==> config.mk <==
export PLATFORM = sky130hd
export DESIGN_NAME = nla_scan
export DESIGN_NICKNAME = d
export VERILOG_FILES = /design/src/sv/nla_pkg.sv /design/src/sv/nla_scan.sv
export SDC_FILE = /design/constraint.sdc
export NUM_CORES = 2
export LEC_CHECK = 0
export BUFFER_PORTS_ARGS = -buffer_cell sky130_fd_sc_hd__buf_2
export CAP_MARGIN = 10
export CORE_MARGIN = 2
export CORE_UTILIZATION = 70
export DETAILED_ROUTE_END_ITERATION = 12
export HOLD_SLACK_MARGIN = 0.03
export PLACE_DENSITY_LB_ADDON = 0.12
export SKIP_LAST_GASP = 1
export SYNTH_ARGS = -nofsm -noshare
export SYNTH_HDL_FRONTEND = slang
export SYNTH_SLANG_ARGS = --single-unit
==> constraint.sdc <==
create_clock -name i_clk -period 14.2 [get_ports i_clk]
set_clock_uncertainty 0.05 [all_clocks]
set_input_delay 0.71 -clock i_clk [delete_from_list [all_inputs] [get_ports i_clk]]
set_output_delay 0.71 -clock i_clk [all_outputs]
set_load 0.02 [all_outputs]
==> src/sv/nla_pkg.sv <==
// ----------------------------------------------------------------------------
// nla_pkg : shared types and constants for the landmark association core
// Widths of the coordinate, id and gate fields, table size, function codes
// and the structs passed between the cell row, the scan unit and the top.
// ----------------------------------------------------------------------------
package nla_pkg;

    // table size and derived counter widths
    localparam int MAX_LANDMARKS = 64;
    localparam int CNT_W         = $clog2(MAX_LANDMARKS + 1);
    localparam int IDX_W         = (MAX_LANDMARKS > 1) ? $clog2(MAX_LANDMARKS) : 1;

    // field widths
    localparam int FUNC_W  = 2;
    localparam int COORD_W = 24;
    localparam int ID_W    = 16;
    localparam int GATE_W  = 23;
    localparam int DIFF_W  = COORD_W + 1;
    localparam int SQ_W    = 2 * COORD_W;
    localparam int DIST_W  = SQ_W + 1;

    localparam logic [GATE_W-1:0] GATE_RESET = GATE_W'(12800);

    // function codes
    localparam logic [FUNC_W-1:0] FUNC_CLEAR  = 2'd0;
    localparam logic [FUNC_W-1:0] FUNC_APPEND = 2'd1;
    localparam logic [FUNC_W-1:0] FUNC_QUERY  = 2'd2;

    // one landmark as held in a cell
    typedef struct packed {
        logic signed [COORD_W-1:0] x;
        logic signed [COORD_W-1:0] y;
        logic [ID_W-1:0]           id;
    } t_entry;

    // per-cycle control from the sequencer to the scan unit
    typedef struct packed {
        logic load;   // new query: latch position, id and gate
        logic vld;    // head entry lies inside the filled part of the table
        logic last;   // final rotation step of this query
    } t_scan_ctl;

endpackage

==> src/sv/nla_scan.sv <==
// ----------------------------------------------------------------------------
// nla_scan : distance pipeline and best-match tracker
// Stage 1 forms the coordinate differences, stage 2 squares them, stage 3
// sums and compares against the running best (initially gate squared).
// ----------------------------------------------------------------------------
module nla_scan
    import nla_pkg::*;
(
    input  logic                      i_clk,
    input  logic                      i_rst_n,
    input  t_scan_ctl                 i_ctl,
    input  t_entry                    i_entry,
    input  logic signed [COORD_W-1:0] i_pos_x,
    input  logic signed [COORD_W-1:0] i_pos_y,
    input  logic [ID_W-1:0]           i_ident,
    input  logic [GATE_W-1:0]         i_gate,
    output logic                      o_done,
    output logic [ID_W-1:0]           o_match_id,
    output logic                      o_matched
);

    // query latch
    logic signed [COORD_W-1:0] r_qx;
    logic signed [COORD_W-1:0] r_qy;

    // stage 1
    logic                     r_s1_vld;
    logic                     r_s1_last;
    logic signed [DIFF_W-1:0] r_s1_dx;
    logic signed [DIFF_W-1:0] r_s1_dy;
    logic [ID_W-1:0]          r_s1_id;

    // stage 2
    logic              r_s2_vld;
    logic              r_s2_last;
    logic [SQ_W-1:0]   r_s2_sqx;
    logic [SQ_W-1:0]   r_s2_sqy;
    logic [ID_W-1:0]   r_s2_id;

    // running best
    logic [DIST_W-1:0] r_best;
    logic [ID_W-1:0]   r_bid;
    logic              r_hit;

    // result
    logic              r_res_vld;
    logic [ID_W-1:0]   r_res_id;
    logic              r_res_hit;

    logic signed [2*DIFF_W-1:0] w_px;
    logic signed [2*DIFF_W-1:0] w_py;
    logic [2*GATE_W-1:0]        w_gsq;
    logic [DIST_W-1:0]          w_sum;
    logic                       w_take;
    logic [ID_W-1:0]            n_bid;
    logic                       n_hit;

    assign w_px  = r_s1_dx * r_s1_dx;
    assign w_py  = r_s1_dy * r_s1_dy;
    assign w_gsq = i_gate * i_gate;

    // stage 3: strict compare keeps the earliest of equal distances
    assign w_sum  = {1'b0, r_s2_sqx} + {1'b0, r_s2_sqy};
    assign w_take = r_s2_vld && (w_sum < r_best);
    assign n_bid  = w_take ? r_s2_id : r_bid;
    assign n_hit  = w_take | r_hit;

    // control flags
    always_ff @(posedge i_clk) begin
        if (!i_rst_n) begin
            r_s1_vld  <= 1'b0;
            r_s1_last <= 1'b0;
            r_s2_vld  <= 1'b0;
            r_s2_last <= 1'b0;
            r_res_vld <= 1'b0;
        end else begin
            r_s1_vld  <= i_ctl.vld;
            r_s1_last <= i_ctl.last;
            r_s2_vld  <= r_s1_vld;
            r_s2_last <= r_s1_last;
            r_res_vld <= r_s2_last;
        end
    end

    // datapath
    always_ff @(posedge i_clk) begin
        r_s1_dx  <= DIFF_W'(r_qx) - DIFF_W'(i_entry.x);
        r_s1_dy  <= DIFF_W'(r_qy) - DIFF_W'(i_entry.y);
        r_s1_id  <= i_entry.id;
        r_s2_sqx <= w_px[SQ_W-1:0];
        r_s2_sqy <= w_py[SQ_W-1:0];
        r_s2_id  <= r_s1_id;
        if (i_ctl.load) begin
            r_qx   <= i_pos_x;
            r_qy   <= i_pos_y;
            r_best <= DIST_W'(w_gsq);
            r_bid  <= i_ident;
            r_hit  <= 1'b0;
        end else if (w_take) begin
            r_best <= w_sum;
            r_bid  <= n_bid;
            r_hit  <= n_hit;
        end
        if (r_s2_last) begin
            r_res_id  <= n_bid;
            r_res_hit <= n_hit;
        end
    end

    assign o_done     = r_res_vld;
    assign o_match_id = r_res_id;
    assign o_matched  = r_res_hit;

endmodule

* Word-level counts from Yosys, hierarchy flattened
Index checks and enable logic that the tools add are counted.
** Storage, ports and cells
- Bits in registers :: 314
- Output and inout port bits :: 18
** Operators by class
- Add/subtract/negate cells :: 3
- Multiplexer cells :: 5
- Bitwise operators :: 1
- Magnitude comparators :: 1
- Multipliers :: 3
- Reduce and logical (&&, ||, !) cells :: 2
** Operators by type and width (count)
- multiplier 25 x 25 -> 48 bit :: 2
- two-way mux 46 bit :: 2
- subtractor 24 x 24 -> 25 bit :: 2
- adder 48 x 48 -> 49 bit :: 1
- < comparator 49 bit :: 1
- two-way mux 16 bit :: 3
- multiplier 23 x 23 -> 46 bit :: 1
- nonzero test 2 bit :: 1
- logical AND 1 bit :: 1
- OR 1 bit :: 1

* Logic depth before layout (Yosys ltp)
- Word-level depth :: 6
- Depth in mapped cells :: 29

* Least setup slack after synthesis
OpenSTA, ideal clock, no wires.
- Kind :: input port to flip-flop
- Start :: input port i_gate[18]
- End :: register r_best[45] (data pin)
- Arrival :: 7.317 ns
- Required time :: 13.889 ns
- Stages on the path :: 27
- Path slack :: 6.572 ns
- Setup time :: 0.261 ns
- Path through :: clkbuf_1 > clkbuf_1 > nand2_1 > fa_1 > inv_1 > fa_1 > inv_1 > fa_1 > fa_1 > inv_1 > fa_1 > fa_1 > inv_1 > fa_1 > inv_1 > ha_1 > clkbuf_1 > nand3_1 > nor3_1 > nand4_1 > nor3_1 > nor3_2 > a21oi_2 > nor2b_2 > o31ai_2 > a2111oi_4 > o32a_1
** On the way
- Word-level cells in the longest chain between the ends :: 2
** Ends and longest elaborated chain
- start, declared :: RTL line nla_scan.sv:16 : input logic [GATE_W-1:0] i_gate,
- multiplier 23 x 23 -> 46 bit :: RTL line nla_scan.sv:60 : assign w_gsq = i_gate * i_gate;
- two-way mux 46 bit :: RTL line nla_scan.sv:93 : if (i_ctl.load) begin
- end signal, assigned :: RTL line nla_scan.sv:96 : r_best <= DIST_W'(w_gsq);
- end signal, assigned :: RTL line nla_scan.sv:100 : r_best <= w_sum;
- end, declared :: RTL line nla_scan.sv:41 : logic [DIST_W-1:0] r_best;
Every way passes these cells.
A chain may end at the register's enable or synchronous reset.

* Final worst setup path
- Start :: register r_s1_dy[4]
- End :: register r_s2_sqy[40]
** On the way
- Word-level cells in the longest chain between the ends :: 1
** Ends and longest elaborated chain
- start, declared :: RTL line nla_scan.sv:30 : logic signed [DIFF_W-1:0] r_s1_dy;
- start signal, assigned :: RTL line nla_scan.sv:88 : r_s1_dy <= DIFF_W'(r_qy) - DIFF_W'(i_entry.y);
- multiplier 25 x 25 -> 48 bit :: RTL line nla_scan.sv:59 : assign w_py = r_s1_dy * r_s1_dy;
- via w_py[40] :: RTL line nla_scan.sv:51 : logic signed [2*DIFF_W-1:0] w_py;
- end signal, assigned :: RTL line nla_scan.sv:91 : r_s2_sqy <= w_py[SQ_W-1:0];
- end, declared :: RTL line nla_scan.sv:37 : logic [SQ_W-1:0] r_s2_sqy;
The timed path passes the listed nets, and every way through them passes these cells.

==> results.sh <==
export IMPL_die_w_um=318
export IMPL_startpoint="r_s1_dy[4]"
export IMPL_clk_pin_slew_ns=0.06
export IMPL_slowest_delay_ns=0.82
export IMPL_insertion_delay_ns=0.58
export IMPL_cts_root_buf="clkbuf_16"
export IMPL_fin_worst_hold_slack_ns=0.199
export IMPL_grt_pass1_vias=52993
export IMPL_yosysMostFrequentCell="inv_1"
export IMPL_synth_top_area_cell="fa_1"
export IMPL_synthFlopType="dfxtp_1"
export IMPL_syn_instance_count=7057
export IMPL_synth_top_family_by_area="adder cells"
export IMPL_synthAdderAreaFrac_pct=56.7
export IMPL_fp_row_count=115
export IMPL_end_kind="flop"
export IMPL_synth_distinct_cells=91
export IMPL_hold_path_class="primary input to flop"
export IMPL_min_period_ns=8.38
export IMPL_cts_sinks=312
export IMPL_antenna_left=0
export IMPL_hpwl_mm=132
export IMPL_grt_first_pass_wirelength_mm=270
export IMPL_reg2reg_from="r_s1_dy[4]"
export IMPL_critPathKind="flop to flop"
export IMPL_syn_area_per_cell_um2=9.77
export IMPL_tns_ns=0
export IMPL_synth_mux_area_share_pct=0.991
export IMPL_htreeDepth=2
export IMPL_area_delta_synth_final_pct=5.06
export IMPL_layout_nets=9469
export IMPL_grt_overflow=0
export IMPL_avgViaCountPerCell=5.59
export IMPL_yosys_area_share_simple_pct=10.0
export IMPL_grt_max_degree=60
export IMPL_required_ns=14.61
export IMPL_drive_above_1_share_pct=5.61
export IMPL_fillers=7193
export IMPL_synthesis_area_um2=68900
export IMPL_ys_ff_latch=312
export IMPL_synth_nets=9393
export IMPL_drtPass1Iterations=6
export IMPL_core_um2=98000
export IMPL_drv_slew=0
export IMPL_drc_errors=0
export IMPL_cts_buffer_depth=3
export IMPL_holdBufCountCts=0
export IMPL_rsz0062_at_grt="no"
export IMPL_cp_slowest_cell="o31ai_1"
export IMPL_cp_cell_sequence="buf_4, clkinv_1, nor2_1, fa_1, fa_1, fa_1, inv_1, fa_1, inv_1, fa_1, inv_1, fa_1, inv_1, fa_1, ha_1, or3_1, o21ai_0, a41oi_1, and4b_1, o21a_1, a21oi_1, o31ai_1, o21ai_1, xor2_1"
export IMPL_max_cap_violations=0
export IMPL_numPortBuffers=173
export IMPL_numCtsBuffers=37
export IMPL_synth_edf_count=127
export IMPL_post_cts_setup_buffers=0
export IMPL_synthTopCellsByArea="fa_1 46%, ha_1 11%, inv_1 11%"
export IMPL_hold_viol_final=0
export IMPL_critPathTopFamily="adder cells"
export IMPL_cp_start_kind="flop"
export IMPL_relSlewSlack_pct=16.7
export IMPL_vias=47221
export IMPL_post_route_period_util_pct=59.0
export IMPL_setup_viol=0
export IMPL_io_pins=174
export IMPL_ys_top_cells_by_count="1972 x inv_1, 1569 x fa_1, 611 x ha_1"
export IMPL_avgRoutedWirePerCell_um=19.1
export IMPL_track_usage_pct=34.0
export IMPL_critPathBufInv=6
export IMPL_fmax_ghz=0.119
export IMPL_synth_xor_area_share_pct=3.27
export IMPL_max_slew_worst_pin_slew_ns=1.25
export IMPL_antenna_found_initial=4
export IMPL_cts_resized_gates=0
export IMPL_cts_tree="done"
export IMPL_ys_seq_area_share_pct=10.9
export IMPL_worstHoldStart="i_entry[9]"
export IMPL_synth_compound_gate_area_share_pct=6.35
export IMPL_totalWireLength_mm=161
export IMPL_gp_congestion=0.938
export IMPL_arrival_ns=8.79
export IMPL_initial_utilization_pct=70.3
export IMPL_crit_top_cell="fa_1"
export IMPL_synth_top_area_share_pct=45.6
export IMPL_worstPathMaxFanout=21
export IMPL_synthArstFlopShare_pct=0
export IMPL_outcome="completed"
export IMPL_drt_iter0_drc=2812
export IMPL_fp_dieArea_um2=101000
export IMPL_die_y_um=318
export IMPL_yosysWarnings=0
## per-layer routing
| metal | up-vias | track usage [%] | wire length (µm) |
|---|---|---|---|
| li1 | 21192 | - | - |
| met1 | 23841 | 43.6 | 61800 |
| met2 | 1734 | 58.5 | 81000 |
| met3 | 452 | 5.08 | 11200 |
| met4 | 2 | 13.8 | 7480 |
| met5 | - | 0 | 11 |
## layout by cell type (no fill, tap or decap), types with 38 or more instances in the layout
master,synthesis,routed
ha_1,611,611
a21oi_1,193,193
o21a_1,46,46
buf_2,1,172
nand2b_1,48,48
clkbuf_16,0,41
fa_1,1569,1569
mux2_2,57,57
a21o_1,132,132
xor2_1,78,78
xnor2_1,179,179
and2_1,334,334
nand2_1,598,598
buf_4,1,53
nor2b_1,67,67
o21ai_0,104,104
edfxtp_1,127,127
nor2_1,196,196
dfxtp_1,185,184
nand3_1,38,38
inv_1,1972,1972
## cell type report
| class | instances | area (µm²) | share of cell area [%] |
|---|---|---|---|
| Tap cell | 1287 | 1610 | 2.22 |
| Sequential cell | 312 | 7520 | 10.4 |
| Clock inverter | 16 | 115 | 0.159 |
| Antenna cell | 1 | 2.50 | 0.00346 |
| Timing Repair Buffer | 227 | 1310 | 1.81 |
| Inverter | 1975 | 7410 | 10.2 |
| Multi-Input combinational cell | 4580 | 53300 | 73.6 |
| Clock buffer | 52 | 1150 | 1.58 |
## flip-flops by register name, indices dropped and copies added (netlist names), 16 cells and up
register    flops
o_match_id     16
r_best         49
r_bid          16
r_qx           24
r_qy           24
r_s1_dx        25
r_s1_dy        25
r_s1_id        16
r_s2_id        16
r_s2_sqx       47
r_s2_sqy       47
## stage by stage
step | utilization, % | setup WS, ns | area (µm²) | cells
CTS | 73.8 | 5.94 | 72400 | 8447
floorplan | - | 6.57 | 68900 | 7057
finish | 73.9 | 5.82 | 72400 | 8450
detailed placement | 72.6 | 5.98 | 71100 | 8379
global route | 73.9 | 5.61 | 72400 | 8449
global placement | 72.6 | 6.07 | 71100 | 8379
## worst reg2reg max path, cell delays in order (launching register included)
cell and delay [ns]:
dfxtp_1 0.32, buf_4 0.40, clkinv_1 0.57, nor2_1 0.40
fa_1 0.50, fa_1 0.48, fa_1 0.57, inv_1 0.06
fa_1 0.49, inv_1 0.05, fa_1 0.54, inv_1 0.05
fa_1 0.47, inv_1 0.05, fa_1 0.43, ha_1 0.37
or3_1 0.38, o21ai_0 0.08, a41oi_1 0.11, and4b_1 0.40
o21a_1 0.17, a21oi_1 0.12, o31ai_1 0.82, o21ai_1 0.19
xor2_1 0.19
## path summary, 6_finish.rpt
kind | cells after the start | to | slack (ns)
hold reg to reg | 0 | r_s2_id[2] | 0.27
setup reg to reg | 24 | r_s2_sqy[40] | 5.82
hold / removal | 1 | r_s1_id[9] | 0.20
setup / recovery | 24 | r_s2_sqy[40] | 5.82
## kinds of logic after synthesis
group | Yosys count
compound gates | 658
xor+xnor | 257
fa+ha+maj | 2180
buf+inv | 2165
flops | 312
mux | 61
simple gates | 1424
Power is left out: the tool's default activity adds up to more than one toggle a clock period on the data nets, which glitch-free logic cannot reach.
