[src/sv/nla_pkg.sv]
// ----------------------------------------------------------------------------
// nla_pkg : shared types and constants for the landmark association core
// Widths of the coordinate, id and gate fields, table size, function codes
// and the structs passed between the cell row, the scan unit and the top.
// ----------------------------------------------------------------------------
package nla_pkg;

    // table size and derived counter widths
    localparam int MAX_LANDMARKS = 64;
    localparam int CNT_W         = $clog2(MAX_LANDMARKS + 1);
    localparam int IDX_W         = (MAX_LANDMARKS > 1) ? $clog2(MAX_LANDMARKS) : 1;

    // field widths
    localparam int FUNC_W  = 2;
    localparam int COORD_W = 24;
    localparam int ID_W    = 16;
    localparam int GATE_W  = 23;
    localparam int DIFF_W  = COORD_W + 1;
    localparam int SQ_W    = 2 * COORD_W;
    localparam int DIST_W  = SQ_W + 1;

    localparam logic [GATE_W-1:0] GATE_RESET = GATE_W'(12800);

    // function codes
    localparam logic [FUNC_W-1:0] FUNC_CLEAR  = 2'd0;
    localparam logic [FUNC_W-1:0] FUNC_APPEND = 2'd1;
    localparam logic [FUNC_W-1:0] FUNC_QUERY  = 2'd2;

    // one landmark as held in a cell
    typedef struct packed {
        logic signed [COORD_W-1:0] x;
        logic signed [COORD_W-1:0] y;
        logic [ID_W-1:0]           id;
    } t_entry;

    // per-cycle control from the sequencer to the scan unit
    typedef struct packed {
        logic load;   // new query: latch position, id and gate
        logic vld;    // head entry lies inside the filled part of the table
        logic last;   // final rotation step of this query
    } t_scan_ctl;

endpackage

[src/sv/nla_cell.sv]
// ----------------------------------------------------------------------------
// nla_cell : one landmark slot of the cell row
// Holds one table entry and takes its neighbour's entry whenever the row
// shifts (append or rotation during a query).
// ----------------------------------------------------------------------------
module nla_cell
    import nla_pkg::*;
(
    input  logic   i_clk,
    input  logic   i_shift,
    input  t_entry i_entry,
    output t_entry o_entry
);

    t_entry r_entry;

    // slot register, payload only
    always_ff @(posedge i_clk) begin
        if (i_shift) begin
            r_entry <= i_entry;
        end
    end

    assign o_entry = r_entry;

endmodule

[config.mk]
export PLATFORM = sky130hd
export DESIGN_NAME = nla_cell
export DESIGN_NICKNAME = d
export VERILOG_FILES = /design/src/sv/nla_pkg.sv /design/src/sv/nla_cell.sv
export SDC_FILE = /design/constraint.sdc
export NUM_CORES = 1
export LEC_CHECK = 0
export ABC_AREA = 1
export CAP_MARGIN = 20
export CORE_ASPECT_RATIO = 0.6
export CORE_MARGIN = 2
export CORE_UTILIZATION = 60
export DETAILED_ROUTE_END_ITERATION = 10
export DONT_BUFFER_PORTS = 1
export GPL_ROUTABILITY_DRIVEN = 1
export HOLD_SLACK_MARGIN = 0.06
export PLACE_DENSITY = 0.74
export SYNTH_ARGS = -nofsm -noshare
export SYNTH_HDL_FRONTEND = slang
export SYNTH_SLANG_ARGS = --single-unit
[constraint.sdc]
create_clock -name i_clk -period 0.8 [get_ports i_clk]
set_input_delay 0.16 -clock i_clk [delete_from_list [all_inputs] [get_ports i_clk]]
set_output_delay 0.16 -clock i_clk [all_outputs]
set_load 0.05 [all_outputs]
==> results of run 1 <==
[kinds of logic after synthesis]
family  after synthesis
DFF                  64
[metrics by stage]
stage	setup WS (ps)	instance area [um^2]	std cells
after floorplan	39.4	1920	64
after global placement	73.6	3260	170
==> run metrics, run 1 <==
number of port buffers 0; IO Count 130; Exit stage detailed placement; top-area cell type share of the netlist area 100%; status stopped before the end; Synth Instances 64; post-synthesis xor/xnor area fraction 0%; number of synthesized flops with an enable pin between 60 and 70; syn nets 130; Avg Cell Area, Syn about 30 um^2; DIE WIDTH about 77 um; flops & latches, synth between 60 and 70; Compound-Gate Fraction of Synth Area 0%; chip height 47.8 um; post-synthesis mux area share 0%; simple-gate share of the synthesized area 0%; top post-synthesis cells by count edfxtp_1; Yosys cell types 1; Initial Util 64.8%; leading register cell type out of synthesis edfxtp_1; area leader, netlist edfxtp_1; Syn Std Cell Area 1920 um^2; asr flop ratio synth 0%; register area share after synthesis between 90% and 100%; count leader, synth edfxtp_1; Rows 15; yosys warns 0; Synth Area in Adders 0%; placer congestion estimate just over 0.6; synth top area cells edfxtp_1; Error [ERROR DPL-0038] Utilization greater than 100%, impossible to legalize
==> run 2, diff against run 1 <==
CORE_ASPECT_RATIO = unset   (was 0.6)
CORE_UTILIZATION = 40   (was 60)
HOLD_SLACK_MARGIN = unset   (was 0.06)
PLACE_DENSITY = unset   (was 0.74)
PLACE_DENSITY_LB_ADDON = 0.15   (was unset)
==> run 2 against run 1 <==
  * The flow now finishes, with violations (hold timing, setup timing)
  * Synthesized area unchanged
  * Synthesized cell count unchanged
==> run metrics, run 2 <==
status finished, violations left; violated checks hold timing, setup timing; layout cell share with drive strength beyond 1 around 38%; CP Class reg2out; crit start category flop; multi-input gates 0; antenna viol nets, final 0; total wire length slightly above 6000 um; H-tree lvl count 3; drt pass-1 iters 4; most frequent cells in the layout dlygate4sd3_1, edfxtp_1, buf_12; clock transition at the registers of the reported paths about 70 ps; hold endpoint o_entry[36]; Post-CTS Setup Bufs 0; global-route usage over all layers between 20% and 30%; slowest CP cell edfxtp_1; CP max stage delay roughly 450 ps; Cells on Worst Hold Path 0; top-area cell type share of the netlist area 100%; LEAKAGE 0.00163 uW; Synth Instances 64; CP arrival between 900 and 1000 ps; CP top delay family flip-flops; top post-synthesis cells by count edfxtp_1; pins over their slew limit 0; CTS Buf Count 9; area leader, netlist edfxtp_1; chip height between 70 and 80 um; asr flop ratio synth 0%; filler-free cell count of the finished design about 260; post-synthesis mux area share 0%; Max Freq 887 MHz; CP required 640 ps; Yosys cell types 1; RSZ-0062 raised after global routing yes; pin count of the biggest net entering global routing between 60 and 70; IO Count 130; maximum VDD drop ~0.0024 V; synth top area cells edfxtp_1; Final Critical Period 1130 ps; DIE WIDTH 73.3 um; Die Area ~5400 um^2; Initial Util roughly 41%; TritonCTS Sinks 64; wire length of the first global-routing pass 8460 um; Synth Area in Adders 0%; CTS tree built; Setup crit end kind output port; vias per cell 4.76; Hold-fix buffers, CTS 64; Antenna Cells 0; post-route setup slack -327 ps; worst path cell trace buf_12; cts repair resizes 0; hold crit path type in2reg; Rows 25; HP Start i_shift; worst setup path startpoint o_entry[36]; max reg flops between 60 and 70; number of synthesized flops with an enable pin 64; Avg Cell Area, Syn roughly 30 um^2; vias in the first global route between 1000 and 1500; flops & latches, synth 64; DRT iter0 DRCs roughly 120; dpl cells around 180; wire per inst ~23 um; syn nets 130; simple-gate share of the synthesized area 0%; Root Buffer clkbuf_8; area grow syn2layout 117%; fillers about 180; number of port buffers 0; Final period util 141%; Finish-stage setup viols 64; Total Nets Final 269; leading register cell type out of synthesis edfxtp_1; final hold violation count 64; Compound-Gate Fraction of Synth Area 0%; Relative slew margins around nine tenths; worst slew pin tran 164 ps; global route overflow 0; Core ar. 4690 um^2; Max Root-Sink Buffers 2; Crit path buffers/inverters 1; drt drc 0; Syn Std Cell Area slightly below 2000 um^2; yosys warns 0; post-synthesis xor/xnor area fraction 0%; final hold slack -64.0 ps; setup tns final -18470 ps; register area share after synthesis 100%; placer congestion estimate a little under 0.7; antenna violations before repair 0; PwrDens approximately 2400 nW/um^2; area occupied by multi-input gates 0 um^2; Max Cap Viol 0; Max FO, Critical Path 1; vias post-DR roughly 1200; count leader, synth edfxtp_1
[run 2: final cells by class]
type | count | area (um^2) | share of cell area [%]
Timing Repair Buffer | 128 | 1920 | 46.1
Sequential cell | 64 | 1920 | 46.1
Clock inverter | 7 | 134 | 3.21
Tap cell | 54 | 67.6 | 1.62
Clock buffer | 9 | 124 | 2.97
[run 2: worst max path at each step]
stage | slack [ps] | cells after the start | to
after global routing | -360 | 1 | o_entry[36]
final | -330 | 1 | o_entry[36]
after detailed placement | 50 | 1 | o_entry[37]
after CTS | -310 | 1 | o_entry[42]
after global placement | 60 | 1 | o_entry[12]
after floorplan | 40 | 0 | o_entry[0]
[run 2: routing by layer]
metal / vias to the layer above / track usage (%) / share of wire (%)
li1: 539 / - / -
met1: 606 / 23.0 / 31
met2: 88 / 43.3 / 57
met3: 13 / 10.0 / 9.0
met4: 0 / 10.7 / 2.9
met5: - / 0 / 0
[run 2: logic make-up after synthesis]
logic type  after synthesis
DFF                      64
[run 2: metrics by stage]
| stage | cell area [um^2] | util, % | worst slack, ps | power [uW] |
|---|---|---|---|---|
| 3_5_place_dp | 3270 | 69.7 | 50.9 | 6260 |
| 5_1_grt | 4170 | 88.9 | -363 | 10300 |
| 3_3_place_gp | 3270 | 69.7 | 64.5 | 6230 |
| 2_1_floorplan | 1920 | - | 39.4 | 5060 |
| 4_1_cts | 4170 | 88.9 | -314 | 10000 |
| 6_report | 4170 | 88.9 | -327 | 10100 |
[run 2: report_power, final]
part | total [uW] | leakage (uW) | switching, uW | internal [uW]
sequential | 4240 | 0.000626 | 239 | 4000
combinational | 2240 | 0.000869 | 1100 | 1140
clock | 3600 | 0.000131 | 1230 | 2360
total | 10100 | 0.00163 | 2570 | 7510
Power figures use the tool's default switching activity.
==> run 3, diff against run 2 <==
CORE_ASPECT_RATIO = 0.8   (was unset)
==> run 3 against run 2 <==
  * The run still ends with hold timing, setup timing left
  * Setup slack improved by 18 ps
  * Combinational power hardly changed
  * Hold slack improved by 11 ps
  * First-iteration DRC count down 37%
  * Sequential share of layout area grew 1.2 points
  * Non-clock buffer count is the same
  * Global-route usage shrank 2.9 points
  * Critical path type unchanged
  * Critical endpoint is now o_entry[16]
  * Largest power group unchanged
  * Highest routed layer unchanged
==> run metrics, run 3 (synthesized netlist as in run 2, its figures left out) <==
number of port buffers 0; slowest CP cell edfxtp_1; vias post-DR approximately 1200; most frequent cells in the layout dlygate4sd3_1, edfxtp_1, buf_12; Critical Path End o_entry[16]; Final Critical Period approximately 1100 ps; final hold violation count 64; wire per inst 19.7 um; CTS Buf Count 9; sequential cell area between 1500 and 2000 um^2; DRT iter0 DRCs 75; global route overflow 0; setup tns final -17580 ps; dpl cells 188; status finished, violations left; wire length of the first global-routing pass around 7400 um; post-route setup slack -309 ps; CP arrival around 950 ps; area grow syn2layout 112%; PwrDens between 2000 and 2500 nW/um^2; multi-input gates 0; worst path cell trace buf_12; Most Crowded Layer GR met2; pin count of the biggest net entering global routing 65; hold crit path type in2reg; Max Cap Viol 0; layout cell share with drive strength beyond 1 a little over a third; Setup crit end kind output port; max reg flops 64; area occupied by multi-input gates 0 um^2; global-route usage over all layers between 20% and 30%; maximum VDD drop 0.00146 V; CP Class reg2out; Placement Setup Slack approximately 32 ps; cts repair resizes 0; H-tree lvl count 3; antenna viol nets, final 0; HP Start i_shift; pins over their slew limit 0; DIE WIDTH slightly above 80 um; Final period util 139%; violated checks hold timing, setup timing; clock transition at the registers of the reported paths approximately 60 ps; worst slew pin tran 152 ps; Die Area approximately 5400 um^2; antenna violations before repair 0; final hold slack -52.7 ps; Core ar. approximately 4600 um^2; Total Nets Final approximately 270; Rows 22; Initial Util between 40% and 50%; GR Util met2 around 38%; Crit path buffers/inverters 1; CP max stage delay about 440 ps; CP required 640 ps; TritonCTS Sinks between 60 and 70; CTS tree built; drt drc 0; chip height 66.0 um; LEAKAGE 0.00157 uW; placer congestion estimate about 0.59; worst setup path startpoint o_entry[16]; met1 Track Usage GR between 10% and 20%; filler-free cell count of the finished design roughly 270; total wire length ~5300 um; Max Root-Sink Buffers 2; Finish-stage setup viols between 60 and 70; crit start category flop; Post-CTS Setup Bufs 0; vias in the first global route around 1300; RSZ-0062 raised after global routing yes; Root Buffer clkbuf_8; grt met3 use between 10% and 20%; Antenna Cells 0; fillers 170; IO Count 130; CP top delay family flip-flops; Relative slew margins between 80% and 90%; Worst path depth 1; drt pass-1 iters 4; Hold-fix buffers, CTS 64; Max Freq between 900 and 1000 MHz; Max FO, Critical Path 1; vias per cell 4.52
[run 3: how the worst min path moves through the flow]
stage | endpoint | cells after the start
after global placement | o_entry[48] | 0
final | o_entry[13] | 0
after CTS | o_entry[58] | 0
after floorplan | o_entry[0] | 0
after detailed placement | o_entry[25] | 0
after global routing | o_entry[13] | 0
[run 3: report_power, final]
part	internal, uW	switching, uW	total [uW]
sequential	4010	222	4230
clock	1110	1050	2160
combinational	1140	1080	2220
[run 3: layout make-up]
class	count	share of cell area [%]
Clock inverter	1	0.123
Tap cell	60	1.85
Timing Repair Buffer	128	47.3
Clock buffer	14	3.51
Sequential cell	64	47.3
[run 3: per-layer routing]
layer  share of wire (%)  vias to the layer above  routed length (um)
li1                    -                      537                   -
met1                  31                      577                1610
met2                  57                       84                2980
met5                   0                        -                   0
met3                  11                        9                 553
met4                 2.1                        0                 108
[run 3: per-stage QoR]
| step | total power [uW] | instance area (um^2) | utilization, % |
|---|---|---|---|
| floorplan | 5060 | 1920 | - |
| global placement | 6230 | 3280 | 71.3 |
| detailed placement | 6250 | 3280 | 71.3 |
| CTS | 8610 | 4070 | 88.5 |
| global route | 8870 | 4070 | 88.5 |
| finish | 8610 | 4070 | 88.5 |
[run 3: timing repair]
action,in CTS,in global routing
cloned,0,0
endpoints found under the setup margin,64,64
hold endpoints to repair,128,64
==> run 4, diff against run 3 <==
CORE_UTILIZATION = 25   (was 40)
SLEW_MARGIN = 10   (was unset)
==> run 4 against run 3 <==
  * The flow still finishes with violations (hold timing, setup timing)
  * Via count down 3.8%
  * Combinational power is essentially flat
  * Final area rose by 2.3%
  * Count of clock-buffer cells in the layout decreased by 5
  * Global-route usage fell by 9.8 points
  * Non-clock buffer count stayed put
  * Sequential power about the same
  * Total power grew 4.1%
  * First-iteration DRC count down 37%
  * Clock power up 19%
  * Setup slack gained 9.4 ps
  * Critical path type unchanged
  * Largest cell class unchanged
  * Largest power group unchanged
==> run metrics, run 4 (synthesized netlist as in run 2, its figures left out) <==
status finished, violations left; violated checks hold timing, setup timing; wire per inst 14.3 um; Final Critical Period roughly 1100 ps; CTS Buf Count 9; Total Nets Final ~270; H-tree lvl count 3; maximum VDD drop 0.00126 V; DRT iter0 DRCs between 40 and 50; total wire length about 4500 um; most frequent cells in the layout dlygate4sd3_1, edfxtp_1, buf_12; worst slew pin tran approximately 140 ps; placer congestion estimate approximately 0.65; Crit path buffers/inverters 1; vias in the first global route 1218; GR Util met2 slightly below 20%; Max Freq 910 MHz; cts repair resizes 0; Finish-stage setup viols 64; Root Buffer clkbuf_8; Hold-fix buffers, CTS 64; drt pass-1 iters 4; Antenna Cells 0; Max FO, Critical Path 1; slowest CP cell edfxtp_1; worst path cell trace buf_12; vias post-DR roughly 1200; final hold violation count 64; Final period util 137%; Max Root-Sink Buffers 2; pin count of the biggest net entering global routing 65; LEAKAGE approximately 0.0016 uW; filler-free cell count of the finished design 313; IO Count 130; Relative slew margins between 90% and 100%; met1 Track Usage GR around a tenth; CP arrival roughly 940 ps; CP Class reg2out; post-route setup slack -299 ps; wire length of the first global-routing pass roughly 6400 um; DIE WIDTH 102 um; CP top delay family flip-flops; multi-input gates 0; Die Area approximately 8400 um^2; global route overflow 0; clock transition at the registers of the reported paths 70 ps; Max Cap Viol 0; CP required 640 ps; max reg flops 64; Post-CTS Setup Bufs 0; final hold slack -56.4 ps; dpl cells around 230; Rows 28; crit start category flop; area occupied by multi-input gates 0 um^2; Setup crit end kind output port; antenna viol nets, final 0; RSZ-0062 raised after global routing yes; CP max stage delay around 430 ps; vias per cell about 3.7; pins over their slew limit 0; setup tns final -17350 ps; Placement Setup Slack 52.6 ps; antenna violations before repair 0; drt drc 0; chip height 82.4 um; hold crit path type in2reg; Most Crowded Layer GR met2; area grow syn2layout 117%; Core ar. about 7400 um^2; layout cell share with drive strength beyond 1 between 30% and 40%; number of port buffers 0; CTS tree built; TritonCTS Sinks 64; Util after Layout between 50 and 60%; global-route usage over all layers about 11%; grt met3 use ~7.5%; PwrDens 2150 nW/um^2; Initial Util between 20% and 30%
run 4: metal layers:
metal	wire length (um)	share of wire, %	vias to the layer above
li1	-	-	537
met1	1460	33	556
met2	2480	55	63
met3	474	11	5
met4	57	1.3	0
met5	0	0	-
run 4: worst paths after layout:
kind                          end  cells after the start  slack (ps)  startpoint
worst max-delay path   o_entry[5]                      1        -300  o_entry[5]
worst min-delay path  o_entry[16]                      0         -60     i_shift
run 4: cell type report:
| cell class | instances | area (um^2) |
|---|---|---|
| flip-flops and latches | 64 | 1920 |
| repair buffers | 128 | 1920 |
| well taps | 105 | 131 |
| fillers | 569 | 3270 |
| clock buffers | 9 | 124 |
| clock inverters | 7 | 62.6 |
run 4: where the power goes:
| part | switching, uW | internal, uW |
|---|---|---|
| clock network | 1150 | 1400 |
| registers | 205 | 4000 |
| logic | 1060 | 1140 |
| total | 2420 | 6550 |
run 4: metrics by stage:
stage | total power (uW) | area, um^2
floorplan | 5060 | 1920
global placement | 6240 | 3330
detailed placement | 6250 | 3330
CTS | 9080 | 4160
global route | 9320 | 4160
finish | 8970 | 4160
